<file path="config.mk">
export PLATFORM = sky130hd
export DESIGN_NAME = infix_to_postfix_converter_top
export DESIGN_NICKNAME = d
export VERILOG_FILES = /design/src/rtl/itp_pkg.sv /design/src/rtl/itp_cell.sv /design/src/rtl/infix_to_postfix_converter_top.sv
export SDC_FILE = /design/constraint.sdc
export NUM_CORES = 1
export LEC_CHECK = 0
export ABC_AREA = 1
export BUFFER_PORTS_ARGS = -buffer_cell sky130_fd_sc_hd__buf_2
export CORE_MARGIN = 8
export CORE_UTILIZATION = 50
export DETAILED_ROUTE_END_ITERATION = 6
export PLACE_DENSITY = 0.75
export SLEW_MARGIN = 20
export SYNTH_ARGS = -nofsm -noshare
export SYNTH_HDL_FRONTEND = slang
export SYNTH_SLANG_ARGS = --single-unit
</file>
<file path="constraint.sdc">
create_clock -name clk_i -period 7.6 [get_ports clk_i]
set_clock_uncertainty 0.15 [all_clocks]
set_input_delay 1.52 -clock clk_i [delete_from_list [all_inputs] [get_ports clk_i]]
set_output_delay 1.52 -clock clk_i [all_outputs]
set_load 0.03 [all_outputs]
</file>
<file path="src/rtl/itp_pkg.sv">
// Shared types, character codes and classification helpers for the
// infix-to-postfix converter. No dependencies.
`default_nettype none

package itp_pkg;

  localparam logic [7:0] CH_PLUS   = 8'h2B;  // '+'
  localparam logic [7:0] CH_MINUS  = 8'h2D;  // '-'
  localparam logic [7:0] CH_STAR   = 8'h2A;  // '*'
  localparam logic [7:0] CH_SLASH  = 8'h2F;  // '/'
  localparam logic [7:0] CH_CARET  = 8'h5E;  // '^'
  localparam logic [7:0] CH_LPAREN = 8'h28;  // '('
  localparam logic [7:0] CH_RPAREN = 8'h29;  // ')'
  localparam logic [7:0] CH_LO_A   = 8'h61;  // 'a'
  localparam logic [7:0] CH_LO_Z   = 8'h7A;  // 'z'
  localparam logic [7:0] CH_UP_A   = 8'h41;  // 'A'
  localparam logic [7:0] CH_UP_Z   = 8'h5A;  // 'Z'
  localparam logic [7:0] CH_DIG_0  = 8'h30;  // '0'
  localparam logic [7:0] CH_DIG_9  = 8'h39;  // '9'

  typedef enum logic [1:0] {
    ST_IDLE,
    ST_WORK,
    ST_FLUSH
  } itp_state_e;

  // Shift control shared by every stack cell.
  typedef struct packed {
    logic push;
    logic pop;
  } itp_shift_t;

  function automatic logic [1:0] itp_prio(input logic [7:0] c);
    logic [1:0] p;
    p = 2'd0;
    if (c == CH_PLUS || c == CH_MINUS) p = 2'd1;
    if (c == CH_STAR || c == CH_SLASH) p = 2'd2;
    if (c == CH_CARET) p = 2'd3;
    return p;
  endfunction

  function automatic logic itp_is_operand(input logic [7:0] c);
    return (c >= CH_LO_A && c <= CH_LO_Z) || (c >= CH_UP_A && c <= CH_UP_Z) ||
           (c >= CH_DIG_0 && c <= CH_DIG_9);
  endfunction

endpackage

`default_nettype wire

</file>
<file path="src/rtl/itp_cell.sv">
// One entry of the operator stack. Shifts toward the bottom on push and
// toward the top on pop. Depends on itp_pkg.
`default_nettype none

module itp_cell import itp_pkg::*; (
  input  wire logic       clk_i,
  input  wire itp_shift_t shift_i,
  input  wire logic [7:0] upper_i,
  input  wire logic [7:0] lower_i,
  output logic      [7:0] data_o
);

  logic [7:0] data_q;

  always_ff @(posedge clk_i) begin
    if (shift_i.push) begin
      data_q <= upper_i;
    end else if (shift_i.pop) begin
      data_q <= lower_i;
    end
  end

  assign data_o = data_q;

endmodule

`default_nettype wire

</file>
<file path="src/rtl/infix_to_postfix_converter_top.sv">
// Top level: control sequencer, output register and a chain of stack cells.
// Depends on itp_pkg and itp_cell.
`default_nettype none

// Converts infix characters to postfix, one input item at a time. The operator
// stack is a row of STACK_DEPTH cells that shift together; its top sits in the
// first cell. An item is accepted only in idle; then each operator popped to the
// output takes a step, and a final step emits an operand, pushes, or drops the
// matching '('; the last item of an expression then flushes each stack entry
// and ends with the closing item. A stalled output register holds each step
// that loads it. Emission is bounded by one output item per cycle through the
// output register. The final item of each expression carries last_of_expr and
// the overflow flag; an expression with no output gets one item with has_char low.
module infix_to_postfix_converter_top import itp_pkg::*; #(
  parameter int STACK_DEPTH = 32
) (
  input  wire logic       clk_i,
  input  wire logic       rst_ni,
  input  wire logic       in_valid_i,
  output logic            in_stall_o,
  input  wire logic [7:0] in_char_i,
  input  wire logic       end_of_expr_i,
  output logic            out_valid_o,
  input  wire logic       out_stall_i,
  output logic      [7:0] out_char_o,
  output logic            has_char_o,
  output logic            last_of_expr_o,
  output logic            stack_overflow_o
);

  localparam int CntW = $clog2(STACK_DEPTH + 1);
  localparam logic [CntW-1:0] CntFull = CntW'(STACK_DEPTH);

  itp_state_e state_q, state_d;

  logic [7:0]      c_q;
  logic            last_q;
  logic [CntW-1:0] cnt_q, cnt_d;
  logic            ovf_q, ovf_d;
  logic            pend_valid_q, pend_valid_d;
  logic [7:0]      pend_char_q, pend_char_d;

  logic            out_valid_q, out_valid_d;
  logic [7:0]      out_char_q, out_char_d;
  logic            has_char_q, has_char_d;
  logic            out_last_q, out_last_d;
  logic            out_ovf_q, out_ovf_d;

  logic       in_accept;
  logic       out_free;
  logic       cnt_nz;
  logic       cnt_full;
  logic [7:0] top_char;
  logic       pop_cond;

  logic       emit, emit_ok, emit_fire;
  logic [7:0] emit_char;
  logic       push, pop, step_done, fin;
  logic       out_load;

  itp_shift_t shift;
  logic [7:0] cell_data [STACK_DEPTH];

  // Stack cells
  for (genvar i = 0; i < STACK_DEPTH; i++) begin : g_cell
    logic [7:0] upper, lower;
    if (i == 0) begin : g_first
      assign upper = c_q;
    end else begin : g_mid_up
      assign upper = cell_data[i-1];
    end
    if (i == STACK_DEPTH - 1) begin : g_last
      assign lower = cell_data[i];
    end else begin : g_mid_dn
      assign lower = cell_data[i+1];
    end
    itp_cell u_cell (
      .clk_i   (clk_i),
      .shift_i (shift),
      .upper_i (upper),
      .lower_i (lower),
      .data_o  (cell_data[i])
    );
  end

  assign in_accept = in_valid_i && (state_q == ST_IDLE);
  assign in_stall_o = (state_q != ST_IDLE);
  assign out_free = !out_valid_q || !out_stall_i;
  assign cnt_nz = (cnt_q != '0);
  assign cnt_full = (cnt_q >= CntFull);
  assign top_char = cell_data[0];
  assign pop_cond = (itp_prio(c_q) < itp_prio(top_char)) ||
                    ((itp_prio(c_q) == itp_prio(top_char)) && (c_q != CH_CARET));

  // On the last item each emission is held back one step, so the final one
  // can be marked once the flush is over.
  assign emit_ok = last_q ? (!pend_valid_q || out_free) : out_free;
  assign emit_fire = emit && emit_ok;

  // Control outputs of the sequencer
  always_comb begin
    emit      = 1'b0;
    emit_char = top_char;
    push      = 1'b0;
    pop       = 1'b0;
    step_done = 1'b0;
    fin       = 1'b0;
    case (state_q)
      ST_WORK: begin
        if (itp_is_operand(c_q)) begin
          emit      = 1'b1;
          emit_char = c_q;
          step_done = emit_ok;
        end else if (c_q == CH_LPAREN) begin
          push      = 1'b1;
          step_done = 1'b1;
        end else if (c_q == CH_RPAREN) begin
          if (cnt_nz && top_char != CH_LPAREN) begin
            emit = 1'b1;
            pop  = emit_ok;
          end else begin
            pop       = cnt_nz;  // drop the matching '('
            step_done = 1'b1;
          end
        end else begin
          if (cnt_nz && pop_cond) begin
            emit = 1'b1;
            pop  = emit_ok;
          end else begin
            push      = 1'b1;
            step_done = 1'b1;
          end
        end
      end
      ST_FLUSH: begin
        if (cnt_nz) begin
          emit = 1'b1;
          pop  = emit_ok;
        end else begin
          fin = out_free;
        end
      end
      default: begin
      end
    endcase
  end

  // Next state
  always_comb begin
    state_d = state_q;
    case (state_q)
      ST_IDLE:  if (in_accept) state_d = ST_WORK;
      ST_WORK:  if (step_done) state_d = last_q ? ST_FLUSH : ST_IDLE;
      ST_FLUSH: if (fin) state_d = ST_IDLE;
      default:  state_d = ST_IDLE;
    endcase
  end

  assign shift.push = push && !cnt_full;
  assign shift.pop  = pop;

  always_comb begin
    cnt_d = cnt_q;
    if (shift.push) begin
      cnt_d = cnt_q + CntW'(1);
    end else if (shift.pop) begin
      cnt_d = cnt_q - CntW'(1);
    end
    ovf_d = ovf_q;
    if (push && cnt_full) ovf_d = 1'b1;
    if (fin) ovf_d = 1'b0;
  end

  always_comb begin
    pend_valid_d = pend_valid_q;
    pend_char_d  = pend_char_q;
    if (emit_fire && last_q) begin
      pend_valid_d = 1'b1;
      pend_char_d  = emit_char;
    end
    if (fin) pend_valid_d = 1'b0;
  end

  // Output register load
  always_comb begin
    out_load   = 1'b0;
    out_char_d = out_char_q;
    has_char_d = has_char_q;
    out_last_d = out_last_q;
    out_ovf_d  = out_ovf_q;
    if (fin) begin
      out_load   = 1'b1;
      out_char_d = pend_valid_q ? pend_char_q : 8'h00;
      has_char_d = pend_valid_q;
      out_last_d = 1'b1;
      out_ovf_d  = ovf_q;
    end else if (emit_fire && !last_q) begin
      out_load   = 1'b1;
      out_char_d = emit_char;
      has_char_d = 1'b1;
      out_last_d = 1'b0;
      out_ovf_d  = 1'b0;
    end else if (emit_fire && pend_valid_q) begin
      out_load   = 1'b1;
      out_char_d = pend_char_q;
      has_char_d = 1'b1;
      out_last_d = 1'b0;
      out_ovf_d  = 1'b0;
    end
    out_valid_d = out_valid_q;
    if (out_load) begin
      out_valid_d = 1'b1;
    end else if (!out_stall_i) begin
      out_valid_d = 1'b0;
    end
  end

  always_ff @(posedge clk_i or negedge rst_ni) begin
    if (!rst_ni) begin
      state_q      <= ST_IDLE;
      cnt_q        <= '0;
      ovf_q        <= 1'b0;
      pend_valid_q <= 1'b0;
      out_valid_q  <= 1'b0;
    end else begin
      state_q      <= state_d;
      cnt_q        <= cnt_d;
      ovf_q        <= ovf_d;
      pend_valid_q <= pend_valid_d;
      out_valid_q  <= out_valid_d;
    end
  end

  always_ff @(posedge clk_i) begin
    if (in_accept) begin
      c_q    <= in_char_i;
      last_q <= end_of_expr_i;
    end
    pend_char_q <= pend_char_d;
    out_char_q  <= out_char_d;
    has_char_q  <= has_char_d;
    out_last_q  <= out_last_d;
    out_ovf_q   <= out_ovf_d;
  end

  assign out_valid_o      = out_valid_q;
  assign out_char_o       = out_char_q;
  assign has_char_o       = has_char_q;
  assign last_of_expr_o   = out_last_q;
  assign stack_overflow_o = out_ovf_q;

  a_cnt_bound: assert property (@(posedge clk_i) disable iff (!rst_ni)
    cnt_q <= CntFull)
    else $error("stack count above depth");

  a_idle_no_pend: assert property (@(posedge clk_i) disable iff (!rst_ni)
    state_q == ST_IDLE |-> !pend_valid_q)
    else $error("held item left over in idle");

  a_load_free: assert property (@(posedge clk_i) disable iff (!rst_ni)
    out_load |-> out_free)
    else $error("output register overwritten while stalled");

  a_fin_empty: assert property (@(posedge clk_i) disable iff (!rst_ni)
    fin |=> cnt_q == '0 && !ovf_q && !pend_valid_q)
    else $error("state not cleared at end of expression");

endmodule

`default_nettype wire
</file>
# Word-level counts from Yosys, hierarchy flattened

Index checks and enable logic that the tools add are counted.

Input bits: 13
Bits in registers: 295
Logic and storage cells: 234

Eq/ne operators: 21
$lt $le $gt $ge: 8
Reduce and logical (&&, ||, !) cells: 36
$add $sub $neg: 2
Mux-type cells: 123

Operators with widths:

| kind                  | number |
|---|---|
| $mux W8               | 68 |
| $eq A8 B6 Y1 const B  | 10 |
| $mux W1               | 42 |
| $eq A8 B7 Y1 const B  | 2 |
| $ge A8 B7 Y1 const B  | 2 |
| $le A8 B7 Y1 const B  | 2 |
| $mux W2               | 8 |
| $logic_and A1 B1 Y1   | 13 |
| $mux W6               | 2 |
| $reduce_bool A2 Y1    | 5 |
| $logic_or A1 B1 Y1    | 9 |
| $ge A8 B6 Y1 const B  | 1 |
| $le A8 B6 Y1 const B  | 1 |
| $ne A8 B6 Y1 const B  | 1 |
| $ne A8 B7 Y1 const B  | 1 |
| $add A6 B1 Y6 const B | 1 |
| $ge A6 B6 Y1 const B  | 1 |
| $ne A2 B2 Y1 const B  | 3 |
| $pmux W2 S3           | 1 |
| $reduce_bool A6 Y1    | 1 |
| $sub A6 B1 Y6 const B | 1 |
| $logic_not A1 Y1      | 5 |
| $pmux W1 S2           | 2 |
| $reduce_and A3 Y1     | 1 |
| other kinds (7)       | 7 |

# Depth between registers and ports, before layout

Gate-level depths: netlist of run 1.

Depth after elaboration: 20
Depth in mapped cells: 24

# By module

Synthesis of run 1 repeated with hierarchy kept, for this count alone.

Cell total of the unflattened synthesis: 1411
Area, all modules: 13631.8 um2

By module, submodules not included:

| module                         | cells each | seq. area each (um2) | instances | area each (um2) |
|---|---|---|---|---|
| itp_cell                       | 35         | 240.2                | 32        | 351.6 |
| infix_to_postfix_converter_top | 291        | 1106.1               | 1         | 2381.0 |

# Least setup slack after synthesis of run 1

Ideal clock, no wire load.

Kind: input -> register
Start: in out_stall_i
End: reg g_cell[0].u_cell.data_q[0] (enable)
Required time: 6.948 ns
Library setup time: 0.502 ns
Slack: 2.043 ns
Stages on the path: 6
Data arrival time: 4.905 ns
Path through: nand2_1 > a21oi_1 > nor2_1 > nand3_1 > nand3_1 > buf_2

Longest elaborated chain between the ends: 10
Elaborated cells between the ends (all ways): 12
Classes of those cells: mux (8); reduce/logical (4)

RTL lines:

| element                           | RTL line                                                                     | text |
|---|---|---|
| start: declaration                | infix_to_postfix_converter_top.sv:24                                         | `input wire logic out_stall_i,` |
| $logic_not A1 Y1 *                | --                                                                           |  |
| $logic_or A1 B1 Y1 *              | infix_to_postfix_converter_top.sv:88                                         | `assign out_free = !out_valid_q \|\| !out_stall_i;` |
| $logic_or A1 B1 Y1                | infix_to_postfix_converter_top.sv:97                                         | `assign emit_ok = last_q ? (!pend_valid_q \|\| out_free) : out_free;` |
| $mux W1 *                         | infix_to_postfix_converter_top.sv:97                                         |  |
| $mux W1, on equally long branches | infix_to_postfix_converter_top.sv:126, infix_to_postfix_converter_top.sv:118 |  |
| $mux W1                           | infix_to_postfix_converter_top.sv:117                                        | `end else if (c_q == CH_RPAREN) begin` |
| $mux W1                           | infix_to_postfix_converter_top.sv:114                                        | `end else if (c_q == CH_LPAREN) begin` |
| $mux W1                           | infix_to_postfix_converter_top.sv:110                                        | `if (itp_is_operand(c_q)) begin` |
| $pmux W1 S2 *                     | infix_to_postfix_converter_top.sv:108                                        | `case (state_q)` |
| $reduce_bool A2 Y1 (no line) *    | --                                                                           |  |
| end signal: assignment            | itp_cell.sv:17                                                               | `data_q <= upper_i;` |
| end signal: assignment            | itp_cell.sv:19                                                               | `data_q <= lower_i;` |
| end: declaration                  | itp_cell.sv:13                                                               | `logic [7:0] data_q;` |

Mark *: on every way between the ends. The rest lies on a longest branch, timed or not.
A chain may end at the register's enable or synchronous reset.

# Worst setup path after layout of run 1

Start: reg c_q[0]
End: reg g_cell[19].u_cell.data_q[2] (data pin)

Longest elaborated chain between the ends: 16
Elaborated cells between the ends (all ways): 36
Classes of those cells: order compare (7); eq/ne (9); mux (9); reduce/logical (11)

RTL lines:

| element                  | RTL line                              | text |
|---|---|---|
| start: declaration       | infix_to_postfix_converter_top.sv:36  | `logic [7:0] c_q;` |
| start signal: assignment | infix_to_postfix_converter_top.sv:236 | `c_q <= in_char_i;` |
| $eq A8 B6 Y1             | itp_pkg.sv:36                         | `if (c == CH_PLUS \|\| c == CH_MINUS) p = 2'd1;` |
| $logic_or A1 B1 Y1       | itp_pkg.sv:36                         |  |
| $mux W1                  | itp_pkg.sv:36                         |  |
| $mux W2                  | itp_pkg.sv:37                         | `if (c == CH_STAR \|\| c == CH_SLASH) p = 2'd2;` |
| $mux W2                  | itp_pkg.sv:38                         | `if (c == CH_CARET) p = 2'd3;` |
| $eq A2 B2 Y1             | infix_to_postfix_converter_top.sv:93  | `((itp_prio(c_q) == itp_prio(top_char)) && (c_q != CH_CARET));` |
| $logic_and A1 B1 Y1      | infix_to_postfix_converter_top.sv:93  |  |
| $logic_or A1 B1 Y1       | infix_to_postfix_converter_top.sv:92  | `assign pop_cond = (itp_prio(c_q) < itp_prio(top_char)) \|\|` |
| $logic_and A1 B1 Y1      | infix_to_postfix_converter_top.sv:126 | `if (cnt_nz && pop_cond) begin` |
| $mux W1                  | infix_to_postfix_converter_top.sv:126 |  |
| $mux W1                  | infix_to_postfix_converter_top.sv:117 |  |
| $mux W1                  | infix_to_postfix_converter_top.sv:114 |  |
| $mux W1 *                | infix_to_postfix_converter_top.sv:110 |  |
| $mux W1 *                | infix_to_postfix_converter_top.sv:108 |  |
| $logic_and A1 B1 Y1 *    | infix_to_postfix_converter_top.sv:159 | `assign shift.push = push && !cnt_full;` |
| $mux W8 *                | itp_cell.sv:16                        | `if (shift_i.push) begin` |
| end signal: assignment   | itp_cell.sv:17                        |  |
| end signal: assignment   | itp_cell.sv:19                        |  |
| end: declaration         | itp_cell.sv:13                        |  |

Marks and branches as above.

==> impl_results.md, run 1 <==
- Row cnt: 60
- Non-Filler Instances: 1613
- Commonest cells after routing, fill and taps aside: nand2_1, edfxtp_1, inv_1
- Peak VDD IR: 0.280 mV
- Status: finished, final reports clean
- Layout area overhead: 8.23%
- Boundary Pins: 26
- Crit path DAT: 4.90 ns
- Vias: 8184
- Part of the Yosys area used for sequential elements: 65.7%
- Slowest stage delay, CP: 0.91 ns
- Leakage: 5.87 nW
- Synth area leader: edfxtp_1
- Pwr dens: 374 nW/um^2
- Initial DRC count: 763
- H-tree levels: 1
- # diodes: 0
- Core box area: 26700 um^2
- TritonCTS buffer count: 30
- Seq cells post-synth: 295
- Share of cells above drive strength 1: 12.6%
- FILL cells: 2202
- Setup violations, final: 0
- Cell count of the worst reg-to-reg path: 16
- Final net count: 1274
- RR Endpoint: g_cell[19].u_cell.data_o[2]$_DFFE_PP_
- Tot Pwr: 5.41 mW
- Hold Path Sink: last_of_expr_o$_SDFFE_PP1P_
- Most used cell, CP: nand2_1
- Achievable Freq: 0.208 GHz
- Sum Neg Setup Slack: 0 ns
- Commonest non-fill, non-tap cell in the layout: nand2_1
- CP required: 7.70 ns
- Switch Pwr: 1.65 mW
- Setup repair bufs after CTS: 0
- Main synth FF type: edfxtp_1
- Unrepaired setup endpoints after global routing: false
- Ys async rst share: 3.73%
- Maximum fanout along the worst path: 120
- Initial Util: 50.2%
- Setup CP Type: flip-flop to flip-flop
- Clk_lat worst skew: 0.56 ns
- Cts repair resizes: 0
- GRT Resource Usage Total: 13.0%
- Synthesized area per cell: 10.7 um^2
- Avg WL per Cell: 13.3 um
- First-pass GRT wire length: 36.7 mm
- Hold Crit Class: flip-flop to flip-flop
- Seq pwr share: 52.1%
- Clk sinks: 295
- Hold_sp: last_of_expr_o$_SDFFE_PP1P_
- Via/cell ratio: 5.07
- Mapped cell area: 13400 um^2
- Net Sw Frac: 30.5%
- Utilization after layout: 54.4%
- Post-synth EDFFs: 283
- Startpoint Class: flip-flop
- Crit path cell chain: inv_1 -> nand2_1 -> nor2_1 -> a31oi_1 -> o21ai_0 -> ha_1 -> inv_1 -> o21bai_1 -> nand2_1 -> nand2_1 -> nand2_1 -> nand2_2 -> nand3_4 -> buf_4 -> buf_4 -> o21ai_0
- Die width: 180 um
- Post-synthesis instance total: 1248
- Clk buf depth: 3
- Share of the synthesized area in the top cell type: 63.5%
- Clk Tree Root Cell: clkbuf_16
- Clock power share: 25.8%
- Library cells used by synthesis: 37
- Area contributors post-synth: edfxtp_1, nand2_1, o21ai_2, inv_1, o21ai_0
- Largest net degree at the start of global routing: 181
- Tmin final: 4.81 ns
- Hold-fix buffers, CTS: 0
- Port Buffer Count: 25
- Vias in the first global route: 7831
- Beginning of the worst register-to-register path: c_q[0]$_DFFE_PP_
- Die ar.: 32300 um^2
- Slowest-stage cell, CP: buf_4
- Initial antenna violation count: 0
- MaxCap Viol Count: 0
- Slew Viols, Final: 0
- Synthesized Nets: 1271
- Placer Congestion: 0.896
- Crit path max-delay family: buffers and inverters
- Worst Setup End Kind: flip-flop
- Fin crit share: 63.3%
- Final hold violations: 0
- Combinational power share: 22.1%
- Int Pwr: 3.76 mW
- CP bufs+invs: 4
- CTS tree: built
- Worst slew margin: 29.1%
- Drt first pass iters: 5
- Antenna-violating nets left: 0
- WHS Path Cells: 2
- Placed cell count: 1560
- Drt drc: 0
- Clock-pin slew on the worst setup and hold paths: 0.06 ns
- GRT Residual Overflow: 0
- Overall die height: 180 um
- Post-route cell area: 14500 um^2
- Detailed Place HPWL: 12.6 mm
- Cell Area, Placed: 13600 um^2
- Drt total wl: 21.5 mm
- R2R Setup Slk: 2.79 ns
- Worst-Margin Slew: 1.06 ns
- Synth warn: 0
==> flip-flops by register name, indices dropped and copies added (netlist names) <==
| register | count |
|---|---|
| cnt_q | 6 |
| last_of_expr_o | 1 |
| out_valid_o | 1 |
| pend_char_q | 8 |
| out_char_o | 8 |
| ovf_q | 1 |
| last_q | 1 |
| state_q | 2 |
| stack_overflow_o | 1 |
| pend_valid_q | 1 |
| g_cell.u_cell.data_o | 256 |
| has_char_o | 1 |
| c_q | 8 |
==> worst reg2reg max path: cells and delay by family, from the launching register on <==
family,cells,cell delay (ns)
flops,1,0.43
compound gates,4,0.56
fa+ha+maj,1,0.28
simple gates,7,1.00
buf+inv,4,2.08
==> power by group through the flow <==
stage / clock (mW) / combinational, mW / sequential, mW
floorplan: 0 / 0.909 / 2.88
global placement: 0 / 1.17 / 2.83
detailed placement: 0 / 1.21 / 2.85
CTS: 1.43 / 1.22 / 2.82
global route: 1.49 / 1.37 / 2.88
finish: 1.39 / 1.20 / 2.82
==> logic make-up after synthesis <==
family          Yosys count  synth area share, %
compound gates          218                 10.5
xor+xnor                  5                0.327
fa+ha+maj                10                0.991
buf+inv                 197                 7.19
flops                   295                 65.7
simple gates            523                 15.3
==> routing by layer <==
metal / vias up / global-route usage, % / routed length, um
met4: 0 / 3.97 / 351
li1: 4157 / - / -
met1: 3838 / 17.6 / 10100
met5: - / 0 / 0
met2: 157 / 20.9 / 9960
met3: 32 / 2.48 / 1010
==> final cells by class <==
| class | instances | area (um^2) | share of cell area (%) |
|---|---|---|---|
| Multi-Input combinational cell | 756 | 3640 | 25.1 |
| Clock inverter | 16 | 141 | 0.976 |
| Sequential cell | 295 | 8790 | 60.7 |
| Clock buffer | 37 | 777 | 5.36 |
| Tap cell | 341 | 427 | 2.95 |
| Timing Repair Buffer | 30 | 175 | 1.21 |
| Inverter | 138 | 531 | 3.66 |
==> per-stage QoR <==
step | worst slack (ns) | hold slack (ns)
6_report | 2.79 | 0.302
3_3_place_gp | 3.06 | 0.282
3_5_place_dp | 2.92 | 0.288
5_1_grt | 2.30 | 0.316
4_1_cts | 2.80 | 0.301
2_1_floorplan | 2.04 | 0.277
==> worst max path at each step <==
stage	slack [ns]	startpoint	endpoint	depth (start not counted)
6_report	2.79	c_q[0]$_DFFE_PP_	g_cell[19].u_cell.data_o[2]$_DFFE_PP_	16
5_1_grt	2.30	c_q[0]$_DFFE_PP_	g_cell[14].u_cell.data_o[2]$_DFFE_PP_	16
4_1_cts	2.80	c_q[0]$_DFFE_PP_	g_cell[27].u_cell.data_o[4]$_DFFE_PP_	16
3_5_place_dp	2.92	c_q[0]$_DFFE_PP_	g_cell[8].u_cell.data_o[3]$_DFFE_PP_	16
3_3_place_gp	3.06	c_q[6]$_DFFE_PP_	g_cell[24].u_cell.data_o[5]$_DFFE_PP_	15
2_1_floorplan	2.04	out_stall_i	g_cell[0].u_cell.data_o[0]$_DFFE_PP_	6
==> cells in the mapped netlist, types with 2 or more instances <==
master    instances
nand4_1           2
ha_1              9
o21ai_0          92
dfrtp_1          11
o21ai_1          29
buf_4             6
xor2_1            2
xnor2_1           3
o21ai_2          80
inv_1           135
edfxtp_1        283
nand3_1          31
nor2_1           19
a21oi_1          10
buf_12            2
a31oi_1           3
nand2_2           3
buf_6             2
nand2_1         463
buf_8             9
buf_2            38
Power figures use the tool's default switching activity.
==> run 2, diff against run 1 <==
PLACE_DENSITY = 0.77   (was 0.75)
clock period = 4.4 ns   (was 7.6 ns; I/O delays follow)
==> impl_results.md, run 2 (synthesized netlist as in run 1, its figures left out) <==
- Status: finished, final reports clean
- Met3 Wirelength: 954 um (-5.4%)
- MaxCap Viol Count: 0 (unchanged)
- Worst Setup End Kind: flip-flop
- Beginning of the worst register-to-register path: c_q[0]$_DFFE_PP_
- Setup CP Type: flip-flop to flip-flop
- Initial antenna violation count: 0 (unchanged)
- Clock-pin slew on the worst setup and hold paths: 0.07 ns (about the same)
- Number of flip-flops in the largest register: 256 (unchanged)
- CP startpoint: c_q[0]$_DFFE_PP_
- CP required: 4.64 ns (-3.06 ns)
- Post-route cell area: 14600 um^2 (+0.76%)
- Vias: 8293 (+1.3%)
- Drt total wl: 21.4 mm (-0.21%)
- Int Pwr: 6.55 mW (+74%)
- Cell count of the worst reg-to-reg path: 18 (+2)
- CTS tree: built
- Initial DRC count: 867 (+14%)
- Maximum fanout along the worst path: 68 (-43%)
- Via/cell ratio: 5.13 (+1.0%)
- Largest net degree at the start of global routing: 239 (+32%)
- Clock power share: 25.4% (-0.4 points)
- Worst slew margin: 39.1% (+10 points)
- Tmin final: 3.74 ns (-1.07 ns)
- Initial Util: 50.2% (unchanged)
- Peak VDD IR: 0.316 mV (+13%)
- Metal-1 WL: 10.1 mm (-0.13%)
- Drt first pass iters: 5 (unchanged)
- Vias in the first global route: 7939 (+1.4%)
- RR Endpoint: g_cell[17].u_cell.data_o[2]$_DFFE_PP_
- Worst-Margin Slew: 0.913 ns (-0.150 ns)
- Core box area: 26700 um^2 (unchanged)
- Seq pwr share: 51.8% (-0.3 points)
- Clk Tree Root Cell: clkbuf_16
- Final hold violations: 0 (unchanged)
- Slowest-stage cell, CP: inv_8
- Startpoint Class: flip-flop
- Clk buf depth: 3 (unchanged)
- Commonest cells after routing, fill and taps aside: nand2_1, edfxtp_1, inv_1
- Fin crit share: 85.0% (+22 points)
- Worst setup endpoint: g_cell[17].u_cell.data_o[2]$_DFFE_PP_
- H-tree levels: 1 (unchanged)
- Die ar.: 32300 um^2 (unchanged)
- Net Sw Frac: 30.3% (-0.19 points)
- Clk sinks: 295 (unchanged)
- Share of cells above drive strength 1: 12.8% (+0.19 points)
- Port Buffer Count: 25 (unchanged)
- Boundary Pins: 26 (unchanged)
- Slowest stage delay, CP: 0.48 ns (-0.43 ns)
- Met2 WL post-DR: 9.87 mm (-0.96%)
- Die width: 180 um (unchanged)
- Most used cell, CP: nand2_1
- Leakage: 5.91 nW (+0.76%)
- Hold-fix buffers, CTS: 0 (unchanged)
- R2R Setup Slk: 0.66 ns (-2.13 ns)
- Avg WL per Cell: 13.2 um (-0.52%)
- Clk_lat worst skew: 0.57 ns (about the same)
- Hold Crit Class: primary input to async pin
- Pwr dens: 643 nW/um^2 (+72%)
- Row cnt: 60 (unchanged)
- Crit path cell chain: inv_1 -> nand2_1 -> nor2_1 -> a31oi_1 -> o21ai_0 -> ha_1 -> nand2_1 -> inv_1 -> nand2_1 -> nand2_1 -> nand2_1 -> nand2_1 -> nand2_2 -> nand3_4 -> inv_8 -> buf_4 -> nand2_1 -> o21ai_2
- Achievable Freq: 0.267 GHz (+29%)
- Setup violations, final: 0 (unchanged)
- GRT Residual Overflow: 0 (unchanged)
- # diodes: 0 (unchanged)
- GRT Resource Usage Total: 13.1% (+0.13 points)
- Sum Neg Setup Slack: 0 ns (unchanged)
- Final net count: 1279 (+0.39%)
- Uppermost layer routed: met4
- Setup repair bufs after CTS: 0 (unchanged)
- First-pass GRT wire length: 37.0 mm (+0.85%)
- Switch Pwr: 2.84 mW (+72%)
- Non-Filler Instances: 1618 (+0.31%)
- Cell Area, Placed: 13700 um^2 (+0.92%)
- Combinational power share: 22.8% (+0.7 points)
- Commonest non-fill, non-tap cell in the layout: nand2_1
- Unrepaired setup endpoints after global routing: false
- Drt drc: 0 (unchanged)
- Cts repair resizes: 0 (unchanged)
- Crit path DAT: 3.98 ns (-0.92 ns)
- Antenna-violating nets left: 0 (unchanged)
- Layout area overhead: 9.05%
- Placer Congestion: 0.828 (-7.5%)
- Slew Viols, Final: 0 (unchanged)
- Overall die height: 180 um (unchanged)
- Detailed Place HPWL: 12.8 mm (+1.6%)
- TritonCTS buffer count: 30 (unchanged)
- Placed cell count: 1565 (+0.32%)
==> run 2: cell count changes in the layout (fill, tap and decap cells not counted) <==
cell      delta
clkinv_4     -1
clkinv_8     -1
buf_4        -2
inv_8        +1
buf_12       +7
inv_6        -1
clkbuf_1     +2
==> run 2: final cells by class <==
type | count | area, um^2
fillers | 2199 | 12100
clock buffers | 39 | 785
clock inverters | 14 | 124
inverters | 138 | 526
flip-flops and latches | 295 | 8790
well taps | 341 | 427
repair buffers | 35 | 300
multi-input cells | 756 | 3640
==> run 2: power groups by stage <==
stage | combinational, mW | clock, mW | sequential, mW
after floorplan | 1.57 | 0 | 4.92
after global placement | 2.08 | 0 | 4.88
after detailed placement | 2.18 | 0 | 4.91
after CTS | 2.19 | 2.44 | 4.87
after global routing | 2.45 | 2.53 | 4.97
final | 2.14 | 2.38 | 4.86
==> run 2: routing by layer <==
layer	vias up	GRT usage (%)
met1	3925	18.1
met5	-	0
met4	0	4.33
met2	158	20.8
li1	4172	-
met3	38	2.24
==> run 2: worst min path at each step <==
stage | startpoint | end | slack [ns] | cells past startpoint
5_1_grt | rst_ni | cnt_q[4]$_DFFE_PN0P_ | 0.02 | 1
4_1_cts | rst_ni | out_valid_o$_DFFE_PN0P_ | 0.006 | 1
2_1_floorplan | g_cell[30].u_cell.data_o[0]$_DFFE_PP_ | g_cell[31].u_cell.data_o[0]$_DFFE_PP_ | 0.28 | 0
3_5_place_dp | last_of_expr_o$_SDFFE_PP1P_ | last_of_expr_o$_SDFFE_PP1P_ | 0.29 | 2
3_3_place_gp | last_of_expr_o$_SDFFE_PP1P_ | last_of_expr_o$_SDFFE_PP1P_ | 0.28 | 2
6_report | rst_ni | cnt_q[4]$_DFFE_PN0P_ | 0.03 | 1
==> run 2: through the flow <==
stage	hold slack (ns)	setup WS, ns	total power [mW]	util [%]
global route	0.0242	0.337	9.96	54.8
global placement	0.281	0.821	6.96	51.4
CTS	0.00599	0.657	9.49	54.8
finish	0.0273	0.659	9.39	54.8
floorplan	0.277	0.279	6.50	-
detailed placement	0.292	0.714	7.09	51.4
==> run 2: worst max-delay path, delay by kind of cell, from the launching register on <==
kind                       cells  cell delay [ns]
and+or+nand+nor               10             1.17
adders and majority gates      1             0.29
buffers and inverters          4             1.13
DFF                            1             0.43
AOI/OAI and AO/OA              3             0.36
==> run 3, diff against run 2 <==
CORE_UTILIZATION = 57   (was 50)
PLACE_DENSITY = 0.85   (was 0.77)
SKIP_CTS_REPAIR_TIMING = 1   (was not set)
==> impl_results.md, run 3 (synthesized netlist as in run 1, its figures left out) <==
- Status: finished, final reports clean
- RR Endpoint: g_cell[0].u_cell.data_o[4]$_DFFE_PP_
- CTS tree: built
- Setup violations, final: 0 (unchanged)
- Pwr dens: 649 nW/um^2 (+0.82%)
- Peak VDD IR: 0.376 mV (+19%)
- Detailed Place HPWL: 12.6 mm (-1.4%)
- Overall die height: 169 um (-5.8%)
- Achievable Freq: 0.284 GHz (+6.3%)
- Port Buffer Count: 25 (unchanged)
- Slew Viols, Final: 0 (unchanged)
- Drt total wl: 21.4 mm (about the same)
- CP required: 4.50 ns (-0.14 ns)
- Avg WL per Cell: 13.5 um (+1.7%)
- Row cnt: 56 (-6.7%)
- First-pass GRT wire length: 36.7 mm (-0.75%)
- TritonCTS buffer count: 29 (-3.3%)
- Setup CP Type: flip-flop to flip-flop
- # diodes: 0 (unchanged)
- Cell count of the worst reg-to-reg path: 14 (-4)
- Clk sinks: 295 (unchanged)
- Hold Crit Class: primary input to async pin
- Clk buf depth: 3 (unchanged)
- Layout area overhead: 8.63%
- Share of cells above drive strength 1: 13.0% (+0.19 points)
- Die width: 169 um (-5.8%)
- Commonest non-fill, non-tap cell in the layout: nand2_1
- Drt drc: 0 (unchanged)
- Antenna-violating nets left: 0 (unchanged)
- Core box area: 23300 um^2 (-13%)
- Vias in the first global route: 7914 (-0.31%)
- MaxCap Viol Count: 0 (unchanged)
- Via/cell ratio: 5.19 (+1.3%)
- H-tree levels: 1 (unchanged)
- Drt first pass iters: 5 (unchanged)
- Largest net degree at the start of global routing: 263 (+10%)
- Clock-pin slew on the worst setup and hold paths: 0.06 ns (about the same)
- Initial Util: 57.5% (+7.3 points)
- Maximum fanout along the worst path: 262 (+290%)
- Number of flip-flops in the largest register: 256 (unchanged)
- Final hold violations: 0 (unchanged)
- Startpoint Class: flip-flop
- Commonest cells after routing, fill and taps aside: nand2_1, edfxtp_1, inv_1
- Initial DRC count: 797 (-8.1%)
- Beginning of the worst register-to-register path: c_q[6]$_DFFE_PP_
- Sum Neg Setup Slack: 0 ns (unchanged)
- Clk Tree Root Cell: clkbuf_16
- Worst slew margin: 30.4% (-8.7 points)
- Unrepaired setup endpoints after global routing: false
- Tmin final: 3.52 ns (-0.221 ns)
- R2R Setup Slk: 0.88 ns (+0.22 ns)
- GRT Resource Usage Total: 15.1% (+2.0 points)
- GRT Residual Overflow: 0 (unchanged)
- Final net count: 1276 (-0.23%)
- Fin crit share: 80.0% (-5.0 points)
- Boundary Pins: 26 (unchanged)
- Worst-Margin Slew: 1.04 ns (+0.131 ns)
- Tot Pwr: 9.43 mW (+0.43%)
- Die ar.: 28600 um^2 (-11%)
- Vias: 8267 (-0.31%)
- Clk_lat worst skew: 0.55 ns (-0.02 ns)
- Initial antenna violation count: 0 (unchanged)
- Worst Setup End Kind: flip-flop
- Crit path DAT: 3.62 ns (-0.36 ns)
- Leakage: 5.91 nW (about the same)
- Placer Congestion: 0.885 (+6.8%)
run 3: cell count changes in the layout (fill, tap and decap cells not counted):
cell	delta
clkinv_1	+1
bufinv_16	+2
clkbuf_1	-6
buf_12	-3
clkinv_2	+3
clkinv_8	-1
buf_4	+1
inv_6	+1
clkbuf_16	-1
run 3: area by class of cell:
type | instances | area [um^2]
fill | 1774 | 8720
sequential | 295 | 8790
multi-input combinational | 756 | 3640
inverter | 138 | 526
clock inverter | 20 | 195
clock buffer | 32 | 737
timing repair buffer | 33 | 248
tap | 319 | 399
run 3: critical path, cell delays in order (launching register included):
cell and delay [ns]:
edfxtp_1 0.44, nor2_1 0.16, nand3_1 0.17, o311a_1 0.34, ha_1 0.28, nand2_1 0.04, inv_1 0.04, nand2_1 0.04
nand2_1 0.06, nand2_1 0.04, nand2_1 0.09, nand2_2 0.08, nand3_4 0.20, buf_12 0.63, o21ai_0 0.21
run 3: per-layer routing:
| metal | global-route usage (%) | vias to the layer above | part of all wire [%] |
|---|---|---|---|
| li1 | - | 4168 | - |
| met1 | 20.9 | 3896 | 46 |
| met2 | 23.9 | 155 | 46 |
| met3 | 2.44 | 48 | 4.3 |
| met4 | 5.27 | 0 | 3.1 |
| met5 | 0 | - | 0 |
run 3: worst max path at each step:
stage | to | depth (start not counted) | from | slack, ns
2_1_floorplan | g_cell[0].u_cell.data_o[0]$_DFFE_PP_ | 14 | c_q[6]$_DFFE_PP_ | 0.28
3_3_place_gp | g_cell[0].u_cell.data_o[0]$_DFFE_PP_ | 15 | c_q[6]$_DFFE_PP_ | 1.02
3_5_place_dp | g_cell[30].u_cell.data_o[1]$_DFFE_PP_ | 14 | c_q[6]$_DFFE_PP_ | 0.97
4_1_cts | g_cell[30].u_cell.data_o[4]$_DFFE_PP_ | 14 | c_q[6]$_DFFE_PP_ | 0.96
5_1_grt | g_cell[20].u_cell.data_o[5]$_DFFE_PP_ | 14 | c_q[6]$_DFFE_PP_ | 0.58
6_report | g_cell[0].u_cell.data_o[4]$_DFFE_PP_ | 14 | c_q[6]$_DFFE_PP_ | 0.88
run 3: per-stage QoR:
| step | setup slack (ns) | instance area, um^2 | hold slack, ns | utilization (%) | instances |
|---|---|---|---|---|---|
| floorplan | 0.279 | 13400 | 0.277 | - | 1248 |
| global placement | 1.02 | 13600 | 0.280 | 58.5 | 1541 |
| detailed placement | 0.974 | 13600 | 0.293 | 58.5 | 1541 |
| CTS | 0.956 | 14500 | 0.0338 | 62.5 | 1593 |
| global route | 0.584 | 14500 | 0.0619 | 62.5 | 1593 |
| finish | 0.879 | 14500 | 0.0499 | 62.5 | 1593 |
run 3: where the power goes:
group | switching, mW | total (mW) | internal, mW
logic | 1.43 | 2.12 | 0.692
registers | 0.401 | 4.87 | 4.47
clock network | 1.01 | 2.44 | 1.43
total | 2.84 | 9.43 | 6.59
